<file path="config.mk">
export PLATFORM = sky130hd
export DESIGN_NAME = dstwr_div_cell
export DESIGN_NICKNAME = d
export VERILOG_FILES = /design/src/rtl/ds_twr_distance_assert.svh /design/src/rtl/dstwr_pkg.sv /design/src/rtl/dstwr_div_cell.sv
export SDC_FILE = /design/constraint.sdc
export NUM_CORES = 1
export LEC_CHECK = 0
export ABC_AREA = 1
export BUFFER_PORTS_ARGS = -buffer_cell sky130_fd_sc_hd__buf_4
export CORE_MARGIN = 4
export CORE_UTILIZATION = 40
export DETAILED_ROUTE_END_ITERATION = 8
export HOLD_SLACK_MARGIN = 0.12
export PLACE_DENSITY = 0.65
export SLEW_MARGIN = 25
export SYNTH_ARGS = -nofsm -noshare
export SYNTH_HDL_FRONTEND = slang
export SYNTH_SLANG_ARGS = --single-unit
export TNS_END_PERCENT = 5
</file>
<file path="constraint.sdc">
create_clock -name clk -period 4.2 [get_ports clk]
set_input_delay 0.84 -clock clk [delete_from_list [all_inputs] [get_ports clk]]
set_output_delay 0.84 -clock clk [all_outputs]
set_load 0.005 [all_outputs]
</file>
<file path="src/rtl/ds_twr_distance_assert.svh">
// Assertion macros used by ds_twr_distance.sv
`ifndef DS_TWR_DISTANCE_ASSERT_SVH
`define DS_TWR_DISTANCE_ASSERT_SVH

// antecedent implies consequent in the same cycle, off during reset
`define DSTWR_ASSERT_IMPLY(label, rst, a, b) \
  label: assert property (@(posedge clk) disable iff (rst) (a) |-> (b)) \
    else $error("assertion failed");

// condition holds at every edge, off during reset
`define DSTWR_ASSERT_ALWAYS(label, rst, c) \
  label: assert property (@(posedge clk) disable iff (rst) (c)) \
    else $error("assertion failed");

`endif

</file>
<file path="src/rtl/dstwr_pkg.sv">
`default_nettype none
package dstwr_pkg;
  // distance scale in Q0.24
  localparam logic [22:0] SCALE_Q24   = 23'd7871474;
  localparam int          SCALE_SHIFT = 24;
  localparam logic [14:0] MAX_DIST_CM = 15'd1000;
  localparam int          NUM_BITS    = 64;
  localparam int          Q_BITS      = 16;

  // control riding along each divider cell
  typedef struct packed {
    logic valid;
    logic neg;   // numerator negative
    logic dz;    // divisor zero
  } dstwr_ctl_t;
endpackage
`default_nettype wire

</file>
<file path="src/rtl/dstwr_div_cell.sv">
`default_nettype none
// One restoring-division step: one quotient bit per cell
module dstwr_div_cell
  import dstwr_pkg::*;
#(
  parameter int DW = 42
) (
  input  wire logic                clk,
  input  wire logic                rst,
  input  wire logic                en,
  input  wire dstwr_ctl_t          ctl_in,
  input  wire logic [DW-1:0]       rem_in,
  input  wire logic [NUM_BITS-1:0] dvd_in,
  input  wire logic [DW-1:0]       den_in,
  input  wire logic [Q_BITS-1:0]   q_in,
  output dstwr_ctl_t               ctl_out,
  output logic      [DW-1:0]       rem_out,
  output logic      [NUM_BITS-1:0] dvd_out,
  output logic      [DW-1:0]       den_out,
  output logic      [Q_BITS-1:0]   q_out
);
  logic [DW:0] trial;
  logic [DW:0] diff;
  logic        qbit;

  // shift in next dividend bit, try subtract
  always_comb begin
    trial = {rem_in, dvd_in[NUM_BITS-1]};
    diff  = trial - {1'b0, den_in};
    qbit  = (trial >= {1'b0, den_in});
  end

  always_ff @(posedge clk) begin
    if (rst) begin
      ctl_out <= '0;
    end else if (en) begin
      ctl_out <= ctl_in;
    end
    if (en) begin
      rem_out <= qbit ? diff[DW-1:0] : trial[DW-1:0];
      dvd_out <= {dvd_in[NUM_BITS-2:0], 1'b0};
      den_out <= den_in;
      q_out   <= {q_in[Q_BITS-2:0], qbit};
    end
  end
endmodule
`default_nettype wire

</file>
# Word level (Yosys, flattened, before mapping)
# Index checks and enable logic that the tools add are counted.
# classes
add_sub_neg	1
multipliers	0
div	0
n_lt_le_gt_ge	1
eq_ne	0
n_shift	0
n_mux	1
n_bitwise	0
reduce_logical	0
# op_table
op	n
>= comparator 43 x 42 -> 1 bit	1
two-way mux 42 bit	1
subtractor 42 bit	1
# word_totals
regBits	166
latch_bits	0
ram_bits	0
romBits	0
inputBits	170
out_inout_bits	167
elab_cells	10
n_memories	0

# Depth between registers and ports, before layout
# logic_depth
ltp_word	2
mapped_depth	16
depth_no_buf	15

# Worst setup path after synthesis
# No wires, ideal clock.
# synth_path
path_kind	input port to flip-flop
startpoint	input port den_in[17]
endpoint	register rem_out[38] (data pin)
setup_time_ps	253
arrival_time_ps	2246
t_required_ps	3947
setup_slack_ps	1700
stages	13
path_buffers	1
path_cell_list	inv_1 > ha_1 > nand2_1 > inv_1 > a21oi_1 > nand2_1 > a21oi_2 > nand2_1 > nand2_2 > nand2_4 > buf_4 > nand3_1 > nand2_1
# synth_between
elab_chain_len	2
elab_cells_between_ends	3
cone_classes	1 x add/sub; 1 x order compare; 1 x mux
# synth_lines
item	line	rtl
from (decl)	dstwr_div_cell.sv:14	input wire logic [DW-1:0] den_in,
subtractor 42 bit / >= comparator 43 x 42 -> 1 bit (equally long branches)	dstwr_div_cell.sv:29, dstwr_div_cell.sv:30	
two-way mux 42 bit *	dstwr_div_cell.sv:40	rem_out <= qbit ? diff[DW-1:0] : trial[DW-1:0];
to (signal assigned)	dstwr_div_cell.sv:40	
to (decl)	dstwr_div_cell.sv:17	output logic [DW-1:0] rem_out,
# Mark *: on every way between the ends. The rest lies on a longest branch, timed or not.
# A chain may end at the register's enable or synchronous reset.

# Worst setup path after layout
# layout_path
startpoint	input port den_in[21]
endpoint	register rem_out[0] (data pin)
# layout_between
elab_chain_len	2
# layout_lines
item	line	rtl
>= comparator 43 x 42 -> 1 bit	dstwr_div_cell.sv:30	qbit = (trial >= {1'b0, den_in});
two-way mux 42 bit	dstwr_div_cell.sv:40	
# No other way between the ends.

==> results.sh <==
export IMPL_grt_max_degree=75
export IMPL_hpwl_mm=22.9
export IMPL_synthAdderAreaFrac_pct=6.03
export IMPL_worstHoldStart="ctl_out[2]"
export IMPL_muxShareOfSynthArea_pct=0
export IMPL_dieWidth_um=158
export IMPL_io_buffer_count=334
export IMPL_vias=7801
export IMPL_worst_setup_path_end_kind="flop"
export IMPL_synth_most_common_cell="nand2_1"
export IMPL_dieHeight_um=158
export IMPL_hold_path_class="reg -> reg"
export IMPL_netlist_instances=1041
export IMPL_async_flop_share_pct=0
export IMPL_rr_startpoint="ctl_out[0]"
export IMPL_power_density_nw_per_um2=373
export IMPL_fin_worst_skew_ns=0
export IMPL_status="complete, no violations"
export IMPL_internal_power_uw=3270
export IMPL_clkTransAtPathRegs_ns=0.07
export IMPL_irDropWorstVdd_mv=0.238
export IMPL_seq_power_share_pct=44.2
export IMPL_drc=0
export IMPL_syn_num_nets=1254
export IMPL_num_rows=54
export IMPL_setup_viol=0
export IMPL_cts_tree="done"
export IMPL_comb_power_share_pct=22.0
export IMPL_synth_edf_count=163
export IMPL_synth_top_family_by_area="simple AND/OR/NAND/NOR gates"
export IMPL_power_leakage_uw=0.00631
export IMPL_ys_seq_area_share_pct=54.7
export IMPL_synth_seq_cells=166
export IMPL_synth_xor_area_share_pct=2.13
export IMPL_ys_top_cells_by_count="395 x nand2_1, 186 x inv_1, 163 x edfxtp_1, 66 x nor2_1, 55 x nand3_1"
export IMPL_clk_path_buf_depth=2
export IMPL_start_util_pct=41.1
export IMPL_crit_arrival_ns=2.92
export IMPL_syn_area_per_cell_um2=8.69
export IMPL_required_ns=4.38
export IMPL_drive_gt1_share_pct=27.6
export IMPL_antenna_found_initial=0
export IMPL_ctsHoldBuffers=0
export IMPL_yosys_warnings=0
export IMPL_die_area_um2=25100
export IMPL_wire_per_inst_um=16.7
export IMPL_io_pins=337
export IMPL_r2r_end="ctl_out[0]"
export IMPL_vias_per_cell=4.64
export IMPL_drv_cap=0
export IMPL_area_growth_pct=37.5
export IMPL_synth_compound_area_share_pct=3.55
export IMPL_synthFlopType="edfxtp_1"
export IMPL_hold_viol_final=0
export IMPL_grt_pass1_wl_mm=41.3
export IMPL_cts_buffers=17
export IMPL_post_cts_resized=0
export IMPL_min_period_ns=2.74
export IMPL_path_max_fanout=25
export IMPL_synth_distinct_cells=35
export IMPL_max_slew_margin_pct=51.8
export IMPL_hold_end="ctl_out[2]"
export IMPL_place_congestion=0.929
export IMPL_finalPower_uw=4640
export IMPL_drv_slew=0
export IMPL_power_frac_clock_pct=33.8
export IMPL_track_usage_pct=21.5
export IMPL_setup_tns_ns=0
export IMPL_clk_latency_ns=0.43
export IMPL_max_freq_mhz=365
export IMPL_reg2reg_slack_ns=3.62
export IMPL_diodes=0
export IMPL_crit_type="in -> reg"
export IMPL_finalWirelength_mm=28.0
export IMPL_detail_route_antenna_nets=0
export IMPL_critPathLaunchType="input pin"
export IMPL_fin_crit_sh_pct=65.3
export IMPL_min_path_cells=2
export IMPL_clock_sinks=166
export IMPL_synth_area_leader_cell="edfxtp_1"
export IMPL_root_buffer="clkbuf_16"
export IMPL_fin_nets=1601
export IMPL_grt_overflow=0
export IMPL_worstRegToRegCells=2
export IMPL_grt_setup_unrepaired="no"
export IMPL_cts_setup_buffers=0
export IMPL_p_sw_uw=1370
export IMPL_htree_levels=4
export IMPL_drt_pass1_iter_count=5
export IMPL_yosys_top_cells_area="edfxtp_1 54%, nand2_1 16%, inv_1 7.7%"
export IMPL_drtIter0Drc=475
export IMPL_yosys_area_share_simple_pct=24.6
export IMPL_core_area_um2=22000
export IMPL_yosysTopAreaCellShare_pct=54.1
export IMPL_grt_pass1_vias=7541
export IMPL_synth_area_um2=9050
export IMPL_worstMarginPinSlew_ns=0.723
export IMPL_switching_share_pct=29.5
==> worst max path at each step <==
| stage | from | end | slack, ns | cells after the start |
|---|---|---|---|---|
| final | den_in[21] | rem_out[0] | 1.46 | 13 |
| after global routing | den_in[21] | rem_out[0] | 1.25 | 13 |
| after CTS | rem_in[18] | rem_out[0] | 1.42 | 12 |
| after detailed placement | rem_in[19] | rem_out[0] | 0.96 | 12 |
| after global placement | rem_in[19] | rem_out[0] | 0.98 | 12 |
| after floorplan | den_in[17] | rem_out[38] | 1.70 | 13 |
==> power by group through the flow <==
| stage | sequential (µW) | clock (µW) | combinational, µW |
|---|---|---|---|
| finish | 2050 | 1570 | 1020 |
| global route | 2060 | 1680 | 1140 |
| CTS | 2050 | 1610 | 1030 |
| detailed placement | 2090 | 0 | 1030 |
| global placement | 2080 | 0 | 1020 |
| floorplan | 2110 | 0 | 450 |
==> per-layer routing <==
layer	global-route usage, %	share of wire (%)	up-vias
met1	26.6	41	3529
met5	0	0	-
li1	-	-	3996
met2	38.3	51	249
met3	4.51	6.8	27
met4	5.73	1.5	0
==> cells in the final DEF (no fill, tap or decap), types with 5 or more instances in the layout <==
cell,netlist,final
a21oi_1,38,38
buf_4,5,335
clkbuf_16,0,17
edfxtp_1,163,163
ha_1,42,42
inv_1,186,186
nand2_1,395,395
nand3_1,55,55
nand3b_1,5,5
nand4_1,5,5
nor2_1,66,66
o21ai_0,13,13
o21bai_1,5,5
xor2_1,22,22
==> area by class of cell <==
| cell class | instances | area [µm²] |
|---|---|---|
| repair buffers | 337 | 2550 |
| inverters | 191 | 719 |
| fillers | 2047 | 9580 |
| flip-flops and latches | 166 | 4950 |
| multi-input cells | 675 | 3290 |
| clock inverters | 15 | 158 |
| clock buffers | 17 | 425 |
| well taps | 280 | 350 |
==> cells by family (layout without fill, tap and decap cells) <==
kind of cell               Yosys count  after routing
and+or+nand+nor                    549            549
AOI/OAI and AO/OA                   60             60
xor gates and xnor gates            22             22
buffers and inverters              200            560
DFF                                166            166
adders and majority gates           43             43
other                                1              1
==> registers in the layout (all words and copies together), names as in the netlist <==
| name | cells |
|---|---|
| q_out | 16 |
| dvd_out | 63 |
| ctl_out | 3 |
| rem_out | 42 |
| den_out | 42 |
==> worst max-delay path, cell delays in order <==
cell and delay, ns:
buf_4 0.09, inv_1 0.04, ha_1 0.34, nand2_1 0.12
nor2_1 0.33, nand2_1 0.13, clkinv_1 0.07, nand2_1 0.06
nor2_1 0.10, nor2_1 0.08, nand2_4 0.24, buf_4 0.35
o21ai_0 0.11
==> per-stage QoR <==
stage                     setup WS, ns  cell area (µm²)  util [%]  hold WS, ns  instances
after floorplan                   1.70             9050         -        0.449       1041
after global placement           0.978            11900      53.9        0.445       1649
after detailed placement         0.962            11900      53.9        0.449       1649
after CTS                         1.42            12400      56.5        0.461       1681
after global routing              1.25            12400      56.5        0.476       1681
final                             1.46            12400      56.5        0.461       1681
(Power assumes the default switching activity.)
